--- src/rtl/ats_pkg.sv ---
// Shared types, token codes, character codes and the keyword table of the token scanner.
package ats_pkg;

  localparam int unsigned POS_BITS_DEF          = 16;
  localparam int unsigned LINE_BITS_DEF         = 16;
  localparam int unsigned MAX_KEYWORD_CHARS_DEF = 7;

  localparam int unsigned KIND_W     = 6;
  localparam int unsigned FIELD_W    = 16;
  localparam int unsigned CHAR_W     = 8;
  localparam int unsigned NUM_KW     = 32;
  localparam int unsigned KW_IDX_W   = 5;
  localparam int unsigned KW_TEXT_W  = 64;
  localparam int unsigned OUT_DATA_W = 3 * FIELD_W + CHAR_W;

  localparam logic [KIND_W-1:0] KIND_EOF    = 6'd0;
  localparam logic [KIND_W-1:0] KIND_NUM    = 6'd1;
  localparam logic [KIND_W-1:0] KIND_SYM    = 6'd2;
  localparam logic [KIND_W-1:0] KIND_STR    = 6'd3;
  localparam logic [KIND_W-1:0] KIND_DOT    = 6'd4;
  localparam logic [KIND_W-1:0] KIND_COMMA  = 6'd5;
  localparam logic [KIND_W-1:0] KIND_COLON  = 6'd6;
  localparam logic [KIND_W-1:0] KIND_KW0    = 6'd7;
  localparam logic [KIND_W-1:0] KIND_BADCH  = 6'd39;
  localparam logic [KIND_W-1:0] KIND_UNTERM = 6'd40;

  localparam logic [CHAR_W-1:0] CH_NUL   = 8'h00;
  localparam logic [CHAR_W-1:0] CH_TAB   = 8'h09;
  localparam logic [CHAR_W-1:0] CH_LF    = 8'h0A;
  localparam logic [CHAR_W-1:0] CH_CR    = 8'h0D;
  localparam logic [CHAR_W-1:0] CH_SPACE = 8'h20;
  localparam logic [CHAR_W-1:0] CH_QUOTE = 8'h22;
  localparam logic [CHAR_W-1:0] CH_COMMA = 8'h2C;
  localparam logic [CHAR_W-1:0] CH_DOT   = 8'h2E;
  localparam logic [CHAR_W-1:0] CH_SLASH = 8'h2F;
  localparam logic [CHAR_W-1:0] CH_COLON = 8'h3A;
  localparam logic [CHAR_W-1:0] CH_UNDER = 8'h5F;

  // Keywords packed with the first character in the lowest byte.
  localparam logic [KW_TEXT_W-1:0] KW_TEXT [NUM_KW] = '{
    64'h746c6168,       64'h68737570,       64'h6268737570,     64'h706f7264,
    64'h62706f7264,     64'h646c,           64'h62646c,         64'h7473,
    64'h627473,         64'h777463,         64'h627463,         64'h646461,
    64'h62646461,       64'h627573,         64'h62627573,       64'h67656e,
    64'h6267656e,       64'h7165,           64'h627165,         64'h746c,
    64'h62746c,         64'h7467,           64'h627467,         64'h706d6a,
    64'h706d6a63,       64'h6c6c6163,       64'h746572,         64'h6c6c6163737973,
    64'h65747962,       64'h64726f77,       64'h6e7265747865,   64'h6c61626f6c67
  };

  typedef struct packed {
    logic [KIND_W-1:0]  kind;
    logic [CHAR_W-1:0]  bad;
    logic [FIELD_W-1:0] len;
    logic [FIELD_W-1:0] off;
    logic [FIELD_W-1:0] line;
    logic               last;
  } token_t;

  function automatic logic is_letter(input logic [CHAR_W-1:0] c);
    return (c >= 8'h61 && c <= 8'h7A) || (c >= 8'h41 && c <= 8'h5A) || c == CH_UNDER;
  endfunction

  function automatic logic is_numeral(input logic [CHAR_W-1:0] c);
    return c >= 8'h30 && c <= 8'h39;
  endfunction

endpackage

--- src/rtl/assembly_token_scanner.sv ---
// Top level of the token scanner: scan state, keyword match and two-entry result register.
// The scanner takes one source byte per cycle unless the result side holds it off, and
// its tokens appear on the result side the cycle after the byte is taken. A byte that
// ends an identifier or number and is itself a token (or end of source) yields two
// tokens in one beat; both go into the two-entry result register, and the input then
// stalls until the first token has left and the second is leaving. The rate is thus
// one byte per cycle save for those stalls, bounded by one token per cycle on the
// result side. After EOF or an error token the scanner takes and drops every byte until reset.
module assembly_token_scanner
  import ats_pkg::*;
#(
  parameter int unsigned POS_BITS          = POS_BITS_DEF,
  parameter int unsigned LINE_BITS         = LINE_BITS_DEF,
  parameter int unsigned MAX_KEYWORD_CHARS = MAX_KEYWORD_CHARS_DEF
) (
  input  logic                  clk_i,
  input  logic                  rst_ni,
  input  logic                  s_axis_tvalid,
  output logic                  s_axis_tready,
  input  logic [CHAR_W-1:0]     s_axis_tdata,   // src_byte
  input  logic                  s_axis_tlast,   // end_of_source
  output logic                  m_axis_tvalid,
  input  logic                  m_axis_tready,
  output logic [OUT_DATA_W-1:0] m_axis_tdata,   // token_line, token_offset, token_length, bad_char
  output logic [KIND_W-1:0]     m_axis_tuser,   // tok_kind
  output logic                  m_axis_tlast    // last_of_run
);

  localparam int unsigned KW_BITS = CHAR_W * MAX_KEYWORD_CHARS;

  localparam logic [2:0] MODE_IDLE    = 3'd0;
  localparam logic [2:0] MODE_IDENT   = 3'd1;
  localparam logic [2:0] MODE_NUMBER  = 3'd2;
  localparam logic [2:0] MODE_STRING  = 3'd3;
  localparam logic [2:0] MODE_SLASH   = 3'd4;
  localparam logic [2:0] MODE_COMMENT = 3'd5;
  localparam logic [2:0] MODE_DONE    = 3'd6;

  logic [2:0]           mode_q, mode_d;
  logic [KW_BITS-1:0]   kw_buf_q, kw_buf_d;
  logic [POS_BITS-1:0]  len_q, len_d;
  logic [POS_BITS-1:0]  start_q, start_d;
  logic [POS_BITS-1:0]  pos_q, pos_d;
  logic [LINE_BITS-1:0] line_q, line_d;

  logic                 slot0_v_q, slot1_v_q;
  token_t               slot0_q, slot1_q;

  logic                 accept, pop, ended, rescan;
  logic [CHAR_W-1:0]    c;
  logic [POS_BITS-1:0]  pos_inc, len_inc;
  logic                 kw_hit;
  logic [KW_IDX_W-1:0]  kw_idx;
  logic [KIND_W-1:0]    ident_kind;
  logic                 tok_a_v, tok_b_v;
  token_t               tok_a, tok_b, res0, res1;

  assign c       = s_axis_tdata;
  assign ended   = s_axis_tlast || (c == CH_NUL);
  assign pop     = slot0_v_q && m_axis_tready;
  // Room for two tokens must be left once the head beat has gone.
  assign s_axis_tready = !slot0_v_q || (m_axis_tready && !slot1_v_q);
  assign accept  = s_axis_tvalid && s_axis_tready;

  assign pos_inc = (pos_q == '1) ? pos_q : pos_q + POS_BITS'(1);
  assign len_inc = (len_q == '1) ? len_q : len_q + POS_BITS'(1);

  always_comb begin
    kw_hit = 1'b0;
    kw_idx = '0;
    for (int k = 0; k < NUM_KW; k++) begin
      if (!kw_hit && KW_TEXT_W'(kw_buf_q) == KW_TEXT[k]) begin
        kw_hit = 1'b1;
        kw_idx = KW_IDX_W'(k);
      end
    end
    if (len_q > POS_BITS'(MAX_KEYWORD_CHARS) || !kw_hit) begin
      ident_kind = KIND_SYM;
    end else begin
      ident_kind = KIND_KW0 + KIND_W'(kw_idx);
    end
  end

  always_comb begin
    mode_d   = mode_q;
    kw_buf_d = kw_buf_q;
    len_d    = len_q;
    start_d  = start_q;
    pos_d    = pos_q;
    line_d   = line_q;
    rescan   = 1'b0;
    tok_a_v  = 1'b0;
    tok_b_v  = 1'b0;
    tok_a    = '0;
    tok_b    = '0;

    unique case (mode_q) inside
      MODE_IDENT, MODE_NUMBER: begin
        if (!ended && (mode_q == MODE_IDENT ? (is_letter(c) || is_numeral(c))
                                           : is_numeral(c))) begin
          if (mode_q == MODE_IDENT) begin
            for (int i = 0; i < MAX_KEYWORD_CHARS; i++) begin
              if (len_q == POS_BITS'(i)) begin
                kw_buf_d[CHAR_W*i +: CHAR_W] = c;
              end
            end
          end
          len_d = len_inc;
          pos_d = pos_inc;
        end else begin
          tok_a_v    = 1'b1;
          tok_a.kind = (mode_q == MODE_IDENT) ? ident_kind : KIND_NUM;
          tok_a.off  = FIELD_W'(start_q);
          tok_a.len  = FIELD_W'(len_q);
          mode_d     = MODE_IDLE;
          rescan     = 1'b1;
        end
      end
      MODE_STRING: begin
        if (ended) begin
          tok_a_v    = 1'b1;
          tok_a.kind = KIND_UNTERM;
          tok_a.off  = FIELD_W'(start_q);
          tok_a.len  = FIELD_W'(len_q);
          mode_d     = MODE_DONE;
        end else if (c == CH_QUOTE) begin
          tok_a_v    = 1'b1;
          tok_a.kind = KIND_STR;
          tok_a.off  = FIELD_W'(start_q);
          tok_a.len  = FIELD_W'(len_q);
          mode_d     = MODE_IDLE;
          pos_d      = pos_inc;
        end else begin
          len_d = len_inc;
          pos_d = pos_inc;
        end
      end
      MODE_SLASH: begin
        if (!ended && c == CH_SLASH) begin
          mode_d = MODE_COMMENT;
          pos_d  = pos_inc;
        end else begin
          tok_a_v    = 1'b1;
          tok_a.kind = KIND_BADCH;
          tok_a.off  = FIELD_W'(start_q);
          tok_a.len  = FIELD_W'(1);
          tok_a.bad  = CH_SLASH;
          mode_d     = MODE_DONE;
        end
      end
      MODE_COMMENT: begin
        if (!ended && c != CH_LF) begin
          pos_d = pos_inc;
        end else begin
          mode_d = MODE_IDLE;
          rescan = 1'b1;
        end
      end
      MODE_DONE: begin
      end
      default: begin
        rescan = 1'b1;
      end
    endcase

    // The current byte is scanned from scratch once any lexeme before it has closed.
    if (rescan) begin
      if (ended) begin
        tok_b_v    = 1'b1;
        tok_b.kind = KIND_EOF;
        tok_b.off  = FIELD_W'(pos_q);
        mode_d     = MODE_DONE;
      end else if (c == CH_SPACE || c == CH_TAB || c == CH_CR || c == CH_LF) begin
        if (c == CH_LF && line_q != '1) begin
          line_d = line_q + LINE_BITS'(1);
        end
        pos_d = pos_inc;
      end else if (c == CH_SLASH) begin
        start_d = pos_q;
        mode_d  = MODE_SLASH;
        pos_d   = pos_inc;
      end else if (c == CH_DOT || c == CH_COMMA || c == CH_COLON) begin
        tok_b_v    = 1'b1;
        tok_b.kind = (c == CH_DOT) ? KIND_DOT : ((c == CH_COMMA) ? KIND_COMMA : KIND_COLON);
        tok_b.off  = FIELD_W'(pos_q);
        tok_b.len  = FIELD_W'(1);
        pos_d      = pos_inc;
      end else if (c == CH_QUOTE) begin
        mode_d  = MODE_STRING;
        start_d = pos_inc;
        len_d   = '0;
        pos_d   = pos_inc;
      end else if (is_letter(c) || is_numeral(c)) begin
        mode_d   = is_letter(c) ? MODE_IDENT : MODE_NUMBER;
        start_d  = pos_q;
        len_d    = POS_BITS'(1);
        kw_buf_d = KW_BITS'(c);
        pos_d    = pos_inc;
      end else begin
        tok_b_v    = 1'b1;
        tok_b.kind = KIND_BADCH;
        tok_b.off  = FIELD_W'(pos_q);
        tok_b.len  = FIELD_W'(1);
        tok_b.bad  = c;
        mode_d     = MODE_DONE;
      end
    end

    tok_a.line = FIELD_W'(line_q);
    tok_b.line = FIELD_W'(line_q);
    res0       = tok_a_v ? tok_a : tok_b;
    res0.last  = !(tok_a_v && tok_b_v);
    res1       = tok_b;
    res1.last  = 1'b1;
  end

  always_ff @(posedge clk_i or negedge rst_ni) begin
    if (!rst_ni) begin
      mode_q   <= MODE_IDLE;
      kw_buf_q <= '0;
      len_q    <= '0;
      start_q  <= '0;
      pos_q    <= '0;
      line_q   <= LINE_BITS'(1);
    end else if (accept) begin
      mode_q   <= mode_d;
      kw_buf_q <= kw_buf_d;
      len_q    <= len_d;
      start_q  <= start_d;
      pos_q    <= pos_d;
      line_q   <= line_d;
    end
  end

  always_ff @(posedge clk_i or negedge rst_ni) begin
    if (!rst_ni) begin
      slot0_v_q <= 1'b0;
      slot1_v_q <= 1'b0;
    end else if (accept) begin
      slot0_v_q <= tok_a_v || tok_b_v;
      slot1_v_q <= tok_a_v && tok_b_v;
    end else if (pop) begin
      slot0_v_q <= slot1_v_q;
      slot1_v_q <= 1'b0;
    end
  end

  always_ff @(posedge clk_i) begin
    if (accept) begin
      slot0_q <= res0;
      slot1_q <= res1;
    end else if (pop) begin
      slot0_q <= slot1_q;
    end
  end

  assign m_axis_tvalid = slot0_v_q;
  assign m_axis_tdata  = {slot0_q.bad, slot0_q.len, slot0_q.off, slot0_q.line};
  assign m_axis_tuser  = slot0_q.kind;
  assign m_axis_tlast  = slot0_q.last;

  a_slot_order: assert property (@(posedge clk_i) disable iff (!rst_ni)
    slot1_v_q |-> slot0_v_q)
    else $error("second result slot holds a token while the head is empty");

  a_accept_room: assert property (@(posedge clk_i) disable iff (!rst_ni)
    accept |-> !slot1_v_q)
    else $error("byte taken while the result register is still full");

  a_run_pending: assert property (@(posedge clk_i) disable iff (!rst_ni)
    (m_axis_tvalid && !m_axis_tlast) |-> slot1_v_q)
    else $error("open run without its closing token queued");

  a_done_sticks: assert property (@(posedge clk_i) disable iff (!rst_ni)
    (mode_q == MODE_DONE) |=> (mode_q == MODE_DONE))
    else $error("scanner left the finished state without reset");

  a_line_mono: assert property (@(posedge clk_i) disable iff (!rst_ni)
    1'b1 |=> (line_q >= $past(line_q)))
    else $error("line count went backward");

endmodule
--- config.mk ---
export PLATFORM = sky130hd
export DESIGN_NAME = assembly_token_scanner
export DESIGN_NICKNAME = d
export VERILOG_FILES = /design/src/rtl/ats_pkg.sv /design/src/rtl/assembly_token_scanner.sv
export SDC_FILE = /design/constraint.sdc
export NUM_CORES = 1
export LEC_CHECK = 0
export BUFFER_PORTS_ARGS = -buffer_cell sky130_fd_sc_hd__buf_2
export CAP_MARGIN = 20
export CORE_MARGIN = 5
export CORE_UTILIZATION = 50
export DETAILED_ROUTE_END_ITERATION = 8
export GPL_TIMING_DRIVEN = 0
export PLACE_DENSITY = 0.78
export SLEW_MARGIN = 10
export SYNTH_ARGS = -nofsm -noshare
export SYNTH_HDL_FRONTEND = slang
export SYNTH_SLANG_ARGS = --single-unit
--- constraint.sdc ---
create_clock -name clk_i -period 5.14 [get_ports clk_i]
set_input_delay 0.514 -clock clk_i [delete_from_list [all_inputs] [get_ports clk_i]]
set_output_delay 0.514 -clock clk_i [all_outputs]
set_load 0.005 [all_outputs]
Word level (Yosys, flattened, before mapping)
Cells that the tools add are included.
W data, S select, Z words.

storage, ports and cells
  output and inout port bits = 65
  input port bits = 13
  register bits after elaboration = 250
  word-level logic and storage cells = 359

cells by class
  $add $sub $neg = 4
  equality and inequality tests = 59
  magnitude comparators = 7
  mux-type cells = 170
  reduce and logical (&&, ||, !) cells = 98
  bitwise logic cells = 2

operator list
  operator                 number
  $eq A56 B23 Y1 const B   12
  $eq A56 B31 Y1 const B   10
  $mux W56                 10
  $mux W16                 28
  $eq A56 B15 Y1 const B   5
  $mux W46                 6
  $mux W63                 3
  $mux W5                  27
  $mux W32                 4
  $eq A56 B39 Y1 const B   2
  $eq A56 B47 Y1 const B   2
  $pmux W32 S3             1
  $mux W8                  9
  $pmux W16 S4             1
  $eq A56 B55 Y1 const B   1
  $mux W1                  50
  $add A16 B1 Y16 const B  3
  $eq A16 B3 Y1 const B    3
  $eq A8 B6 Y1 const B     6
  $logic_and A1 B1 Y1      42
  $logic_not A1 Y1         36
  $mux W3                  12
  $mux W6                  6
  $eq A16 B16 Y1 const B   2
  other kinds (32)         59

Logic depth before layout (Yosys ltp)
Gate-level depths: netlist of the first run.

  depth after elaboration = 103
  mapped depth = 13
  depth with buffers taken out = 11

Least setup slack after synthesis of the first run
No wires, ideal clock.

  path kind = in2reg
  from = in m_axis_tready
  to = reg slot1_q[10] in the netlist's numbering (enable)
  stages = 6
  arrival time = 2.810 ns
  data required time = 4.714 ns
  library setup time = 0.426 ns
  setup slack = 1.904 ns
  buffers on the path = 2
  path through = inv_1 -> o21ai_0 -> nand2_1 -> inv_1 -> buf_6 -> clkbuf_1

on the way
  cells in the longest elaborated chain, start to end = 3

RTL lines
  what                     RTL line                       text
  start, declared          assembly_token_scanner.sv:23   input logic m_axis_tready,
  $logic_and A1 B1 Y1      assembly_token_scanner.sv:62   assign s_axis_tready = !slot0_v_q || (m_axis_tready && !slot1_v_q);
  $logic_or A1 B1 Y1       assembly_token_scanner.sv:62
  named net s_axis_tready  assembly_token_scanner.sv:19   output logic s_axis_tready,
  $logic_and A1 B1 Y1      assembly_token_scanner.sv:63   assign accept = s_axis_tvalid && s_axis_tready;
  named net accept         assembly_token_scanner.sv:49   logic accept, pop, ended, rescan;
  end signal, assigned     assembly_token_scanner.sv:251  slot1_q <= res1;
  end, declared            assembly_token_scanner.sv:47   token_t slot0_q, slot1_q;

The timed path passes the listed nets, and every way through them passes these cells.
A chain may end at the register's enable or synchronous reset.

Worst setup path after layout of the first run
  from = reg kw_buf_q[7]
  to = reg slot0_q (netlist bit m_axis_tuser[4]), data pin

on the way
  cells in the longest elaborated chain, start to end = 103
  elaborated cells on any way between the ends = 166
  classes of those cells = 1 x add/sub; 32 x eq/ne; 69 x mux; 64 x reduce/logical

RTL lines
  what                                                     RTL line                       text
  start, declared                                          assembly_token_scanner.sv:40   logic [KW_BITS-1:0] kw_buf_q, kw_buf_d;
  start signal, assigned                                   assembly_token_scanner.sv:227  kw_buf_q <= kw_buf_d;
  branches (longest 97 deep; another with $eq A56 B31 Y1)  n/a
  $mux W6 *                                                assembly_token_scanner.sv:77   if (len_q > POS_BITS'(MAX_KEYWORD_CHARS) || !kw_hit) begin
  $mux W6 *                                                assembly_token_scanner.sv:112  tok_a.kind = (mode_q == MODE_IDENT) ? ident_kind : KIND_NUM;
  $mux W6 *                                                assembly_token_scanner.sv:99   if (!ended && (mode_q == MODE_IDENT ? (is_letter(c) || is_numeral(c))
  $pmux W6 S3 *                                            assembly_token_scanner.sv:97   unique case (mode_q) inside
  $mux W63 *                                               assembly_token_scanner.sv:211  res0 = tok_a_v ? tok_a : tok_b;
  $mux W63 *                                               assembly_token_scanner.sv:249  if (accept) begin
  end signal, assigned                                     assembly_token_scanner.sv:250  slot0_q <= res0;
  end signal, assigned                                     assembly_token_scanner.sv:253  slot0_q <= slot1_q;
  end, declared                                            assembly_token_scanner.sv:47

Mark *: on every way between the ends.

==> reports/qor.yml, run 1 <==
drive_above_1_share: 0.152
status: "finished, final reports clean"
fin_skew_ps: 24.9
synth_edf_count: 107
tns_ps: 0
grt_max_degree: 81
slowest_stage: "nor4_2"
leakagePower_nw: 5.89
clockBufferDepth: 3
cts_sinks: 232
pwr-share-clk: 0.296
grt_overflow: 0
seq_power_share: 0.410
cp.required_ps: 5380
grt_pass1_vias: 10700
via_per_inst: 6.27
cts_root_buffer: "clkbuf_16"
ys_warn_count: 0
fp.coreArea_mm2: 0.0252
grt_usage: 0.248
cpLargestDelayFamily: "simple AND/OR/NAND/NOR gates"
drt-total-wl_mm: 36.6
cts_setup_buffers: 0
async_flop_share: 0.539
synth_common_cells: "nand2_1 (181), dfrtp_1 (124), edfxtp_1 (107), a21oi_1 (92), nor2_1 (84)"
critPathLaunch: "kw_buf_q[7]"
switching_share: 0.343
ff_latch_area_mm2: 0.00634
num_vias: 11100
whs_ps: 247
finalMaxSlewViolations: 0
design_power_total_mw: 6.26
cts_buffers: 25
ant_nets: 0
cp_max_fo: 7
finalSetupViolCount: 0
port_buffers: 75
rsz0062_at_grt: "no"
comb_power_share: 0.294
synth-seq-cells: 232
synth.distinct_cells: 97
syn-num-nets: 1335
syn_inst: 1315
p_int_mw: 4.12
start_kind: "flip-flop"
drt_iter0_markers: 1055
area_growth_syn_to_layout_pct: 13.3
hpwl_mm: 26.3
p_switching_mw: 2.15
clkLatencyLatePin_ps: 530
synth_top_cell_area_share: 0.251
path_buf_inv: 1
drv_cap: 0
antenna_found_initial: 3
drc_errors: 0
grt_pass1_wl_mm: 58.3
place_congestion: 0.927
fp.dieW_um: 170
cts_resized: 0
finalHoldViolations: 0
start_util: 0.509
std_cell_rows: 58
syn_avg_cell_area_um2: 9.75
dr.pass1.iters: 5
die-height_um: 170
worstHoldPathType: "input pin to flip-flop"
ys_seq_area_frac: 0.495
multi_input_area_mm2: 0.00597
period_share: 0.722
cts.clk_slew.worst_paths_ps: 60
yosysMostFrequentCell: "nand2_1"
power_density_mw_per_mm2: 432
final_nets: 1439
dieArea_mm2: 0.0289
relSlewSlack: 0.268
wl_per_cell_um: 20.7
cts_tree: "built"
ioPinCount: 78
hold_start: "s_axis_tvalid"
ctsHtreeMaxLevel: 1
max_freq_mhz: 270
yosys-top-cells-area: "edfxtp_1 (25%), dfrtp_1 (24%), nand2_1 (5.3%)"
worst_slew_pin_slew_ps: 1080
r2r-start: "kw_buf_q[7]"
fill_cells: 2143
path_cells: "and4bb_2 > clkbuf_1 > nand4_1 > nor4_2 > a21oi_1 > a31oi_1 > or4_1 > nor2_2 > ha_1 > nand2_2 > mux2i_1 > a311oi_1"
max-vdd-ir-drop_mv: 0.326
max_stage_delay_ps: 780
synth_area_leader_cell: "edfxtp_1"
min_period_ps: 3710
synthesis.area_mm2: 0.0128
crit_type: "flip-flop to flip-flop"
arrival_ps: 3950
cp-end-kind: "flip-flop"
yosys_most_used_dff: "dfrtp_1"
-- state kept, by name (all words and copies together), names as in the netlist --
signal	flops
kw_buf_q	56
slot1_q	44
m_axis_tvalid	1
m_axis_tuser	6
mode_q	3
m_axis_tlast	1
pos_q	16
slot1_v_q	1
len_q	16
m_axis_tdata	56
line_q	16
start_q	16
-- logic make-up after synthesis --
family | after synthesis | share of synthesized area
compound gates | 281 | 0.134
xor+xnor | 40 | 0.0273
fa+ha+maj | 7 | 0.00683
buf+inv | 103 | 0.0396
flops | 232 | 0.495
mux | 20 | 0.0172
simple gates | 632 | 0.280
-- cell usage in the layout (no fill, tap or decap), types with 6 or more instances in the layout --
| master | Yosys | routed |
|---|---|---|
| a211oi_1 | 6 | 6 |
| a21oi_1 | 92 | 92 |
| a22o_1 | 9 | 9 |
| a31oi_1 | 15 | 15 |
| and2_1 | 43 | 43 |
| and3_1 | 24 | 24 |
| and4_1 | 13 | 13 |
| buf_2 | 20 | 94 |
| buf_6 | 7 | 8 |
| clkbuf_1 | 47 | 51 |
| clkbuf_16 | 0 | 26 |
| dfrtp_1 | 124 | 124 |
| edfxtp_1 | 107 | 107 |
| ha_1 | 7 | 7 |
| inv_1 | 17 | 17 |
| mux2_2 | 13 | 12 |
| nand2_1 | 181 | 181 |
| nand2b_1 | 14 | 14 |
| nand3_1 | 68 | 68 |
| nand4_1 | 45 | 45 |
| nor2_1 | 84 | 84 |
| nor2b_1 | 11 | 11 |
| nor3_1 | 18 | 18 |
| nor4_1 | 41 | 41 |
| nor4_2 | 7 | 7 |
| nor4bb_1 | 10 | 10 |
| o211ai_1 | 7 | 7 |
| o21ai_0 | 75 | 75 |
| o21ai_1 | 9 | 9 |
| o31ai_1 | 12 | 12 |
| or3_1 | 6 | 6 |
| or4_1 | 7 | 7 |
| xnor2_1 | 22 | 22 |
| xor2_1 | 18 | 18 |
-- what timing repair did --
item	in CTS	in global routing
setup endpoints to repair	0	0
hold buffers	1	0
hold endpoints to repair	45	0
-- power groups by stage --
stage	logic (mW)	clock network (mW)	registers [mW]
6_report	1.84	1.85	2.57
4_1_cts	1.82	1.87	2.57
3_5_place_dp	1.81	0	2.60
2_1_floorplan	1.12	0	2.58
5_1_grt	2.00	1.96	2.61
3_3_place_gp	1.78	0	2.59
-- routing by layer --
| layer | share of wire | wire (µm) | track usage | vias up |
|---|---|---|---|---|
| met5 | 0.00057 | 21 | 0 | - |
| met4 | 0.032 | 1170 | 0.0819 | 4 |
| met3 | 0.089 | 3240 | 0.0541 | 88 |
| met2 | 0.46 | 16700 | 0.386 | 507 |
| met1 | 0.42 | 15500 | 0.349 | 5397 |
| li1 | - | - | - | 5104 |
-- metrics by stage --
stage | util | cells | cell area [µm²] | worst slack, ps
finish | 0.576 | 1769 | 14500 | 1430
global route | 0.576 | 1769 | 14500 | 1290
CTS | 0.576 | 1768 | 14500 | 1510
detailed placement | 0.542 | 1721 | 13600 | 1570
global placement | 0.540 | 1720 | 13600 | 737
floorplan | - | 1315 | 12800 | 1900
-- tightest hold or removal path: stages --
cell and delay (ps):
buf_2 110, o21ai_0 60, nand2_1 50
-- path summary, 6_finish.rpt --
check                      cells after the start  slack [ps]               to
setup / recovery                              12        1430  m_axis_tuser[4]
hold / removal                                 3         250    m_axis_tvalid
setup reg to reg                              12        1430  m_axis_tuser[4]
hold reg to reg                                0         470       slot1_q[8]
max in group asynchronous                      3        3880        line_q[0]
min in group asynchronous                      2         490     kw_buf_q[27]
-- cell type report --
class / count / area share
timing repair buffer: 77 / 0.0289
sequential: 232 / 0.437
tap: 330 / 0.0284
clock inverter: 13 / 0.0112
inverter: 17 / 0.00440
clock buffer: 33 / 0.0480
antenna: 1 / 0.000172
buffer: 86 / 0.0309
multi-input combinational: 980 / 0.411
No activity file was read; power rests on OpenSTA's default activity.
==> run 2: changes to the inputs <==
Clock period 5.14 ns to 3.8 ns, I/O delays scaled along.
==> run 2 against run 1 <==
Combinational power up 36%. Largest cell class unchanged. Global-route usage stayed put. Flip-flop and latch count is the same. Worst hold slack got worse by 130 ps.
==> reports/qor.yml, run 2 (synthesized netlist as in run 1, its figures left out) <==
status: "finished, final reports clean"
grt_pass1_wl_mm: 58.3  # unchanged
path_cells: "and4bb_2 > clkbuf_1 > nand4_1 > nor4_4 > a21oi_1 > a31oi_1 > or4_1 > nor2_2 > ha_1 > nand2_2 > mux2i_1 > a311oi_1"
path_buf_inv: 1  # unchanged
fp.dieW_um: 170  # unchanged
fin_skew_ps: 23.9  # -1.09 ps
grt_max_degree: 81  # unchanged
die-height_um: 170  # unchanged
cts_sinks: 232  # unchanged
start_kind: "flip-flop"
drive_above_1_share: 0.152  # unchanged
finalSetupViolCount: 0  # unchanged
via_per_inst: 6.26  # -0.19%
period_share: 0.935  # +0.213
grt_overflow: 0  # unchanged
relSlewSlack: 0.254  # -0.0137
hpwl_mm: 26.3  # unchanged
grt_usage: 0.248  # unchanged
reg2reg_depth: 12  # unchanged
drv_cap: 0  # unchanged
finalHoldViolations: 0  # unchanged
ioPinCount: 78  # unchanged
clockBufferDepth: 3  # unchanged
clkLatencyLatePin_ps: 530  # about the same
port_buffers: 75  # unchanged
grt_pass1_vias: 10700  # unchanged
area_growth_syn_to_layout_pct: 13.3  # about the same
cpLargestDelayFamily: "simple AND/OR/NAND/NOR gates"
cts_buffers: 25  # unchanged
cts_setup_buffers: 0  # unchanged
cts.clk_slew.worst_paths_ps: 60  # about the same
leakagePower_nw: 5.91  # +0.29%
cts_root_buffer: "clkbuf_16"
rsz0062_at_grt: "no"
drc_errors: 0  # unchanged
layout_commonest_cell: "nand2_1"
drt-total-wl_mm: 36.6  # +0.22%
max-vdd-ir-drop_mv: 0.438  # +35%
holdPathStages: 3  # unchanged
multi_input_area_mm2: 0.00598  # +0.15%
slowest_stage: "nor4_4"
ant_nets: 0  # unchanged
worst_slew_pin_slew_ps: 1100  # +20.3 ps
std_cell_rows: 58  # unchanged
arrival_ps: 3790  # -160 ps
place_congestion: 0.927  # unchanged
tns_ps: 0  # unchanged
worstHoldPathType: "input pin to flip-flop"
dr.pass1.iters: 7  # +2
power_density_mw_per_mm2: 583  # +35%
fin_util: 0.577  # about the same
layout_setup_ws_ps: 248  # -1180 ps
max_stage_delay_ps: 610  # -170 ps
cp_max_fo: 7  # unchanged
cp.required_ps: 4040  # -1340 ps
cp.depth: 12  # unchanged
start_util: 0.509  # unchanged
fill_cells: 2143  # unchanged
ctsHtreeMaxLevel: 1  # unchanged
max_freq_mhz: 282  # +4.4%
wl_per_cell_um: 20.7  # +0.22%
mostFrequentLayoutCells: "nand2_1 (181), dfrtp_1 (124), edfxtp_1 (107)"
dieArea_mm2: 0.0289  # unchanged
fp.coreArea_mm2: 0.0252  # unchanged
drt_iter0_markers: 1051  # -0.38%
min_period_ps: 3550  # -157 ps
cp-end-kind: "flip-flop"
num_vias: 11100  # -0.19%
finalMaxSlewViolations: 0  # unchanged
crit_type: "flip-flop to flip-flop"
cts_tree: "built"
ff_latch_area_mm2: 0.00634  # unchanged
preCtsSetupSlack_ps: 231  # -1340 ps
final_nets: 1439  # unchanged
antenna_found_initial: 3  # unchanged
## run 2: cell type report
| cell class | instances | area share |
|---|---|---|
| diodes | 1 | 0.000172 |
| plain buffers | 86 | 0.0308 |
| clock buffers | 33 | 0.0480 |
| clock inverters | 13 | 0.0112 |
| inverters | 17 | 0.00439 |
| multi-input cells | 980 | 0.411 |
| flip-flops and latches | 232 | 0.437 |
| well taps | 330 | 0.0284 |
| repair buffers | 77 | 0.0289 |
## run 2: worst register-to-register path: cells and delay by family, from the launching register on
family,cells,cell delay [ps]
flops,1,390
mux,1,190
simple gates,6,1570
buf+inv,1,410
compound gates,3,460
fa+ha+maj,1,240
## run 2: path summary, 6_finish.rpt
path	from	slack [ps]	to
setup / recovery	kw_buf_q[7]	250	m_axis_tuser[4]
hold / removal	s_axis_tvalid	110	m_axis_tvalid
setup reg to reg	kw_buf_q[7]	250	m_axis_tuser[4]
hold reg to reg	line_q[7]	470	slot1_q[8]
max in group asynchronous	rst_ni	2680	line_q[0]
min in group asynchronous	rst_ni	350	kw_buf_q[27]
## run 2: metrics by stage
step                instance area [µm²]  power, mW  hold WS, ps  cells
floorplan                         12800       5.01         84.4   1315
global placement                  13600       5.91          428   1720
detailed placement                13600       5.95          347   1721
CTS                               14500       8.46          100   1768
global route                      14500       8.88          110   1769
finish                            14500       8.48          113   1769
## run 2: what timing repair did
action                                  4_1_cts  5_1_grt
resized for setup                             0        1
hold buffers                                  1        0
endpoints found under the setup margin        0        1
hold endpoints to repair                     45        0
## run 2: power breakdown
group / internal, mW / switching (mW)
clock: 1.51 / 0.999
combinational: 0.823 / 1.68
sequential: 3.24 / 0.231
total: 5.57 / 2.90
## run 2: routing by layer
| metal | share of wire | vias to the layer above | track usage |
|---|---|---|---|
| li1 | - | 5097 | - |
| met4 | 0.031 | 4 | 0.0819 |
| met2 | 0.46 | 500 | 0.386 |
| met3 | 0.091 | 87 | 0.0541 |
| met1 | 0.42 | 5391 | 0.349 |
| met5 | 0.00057 | - | 0 |
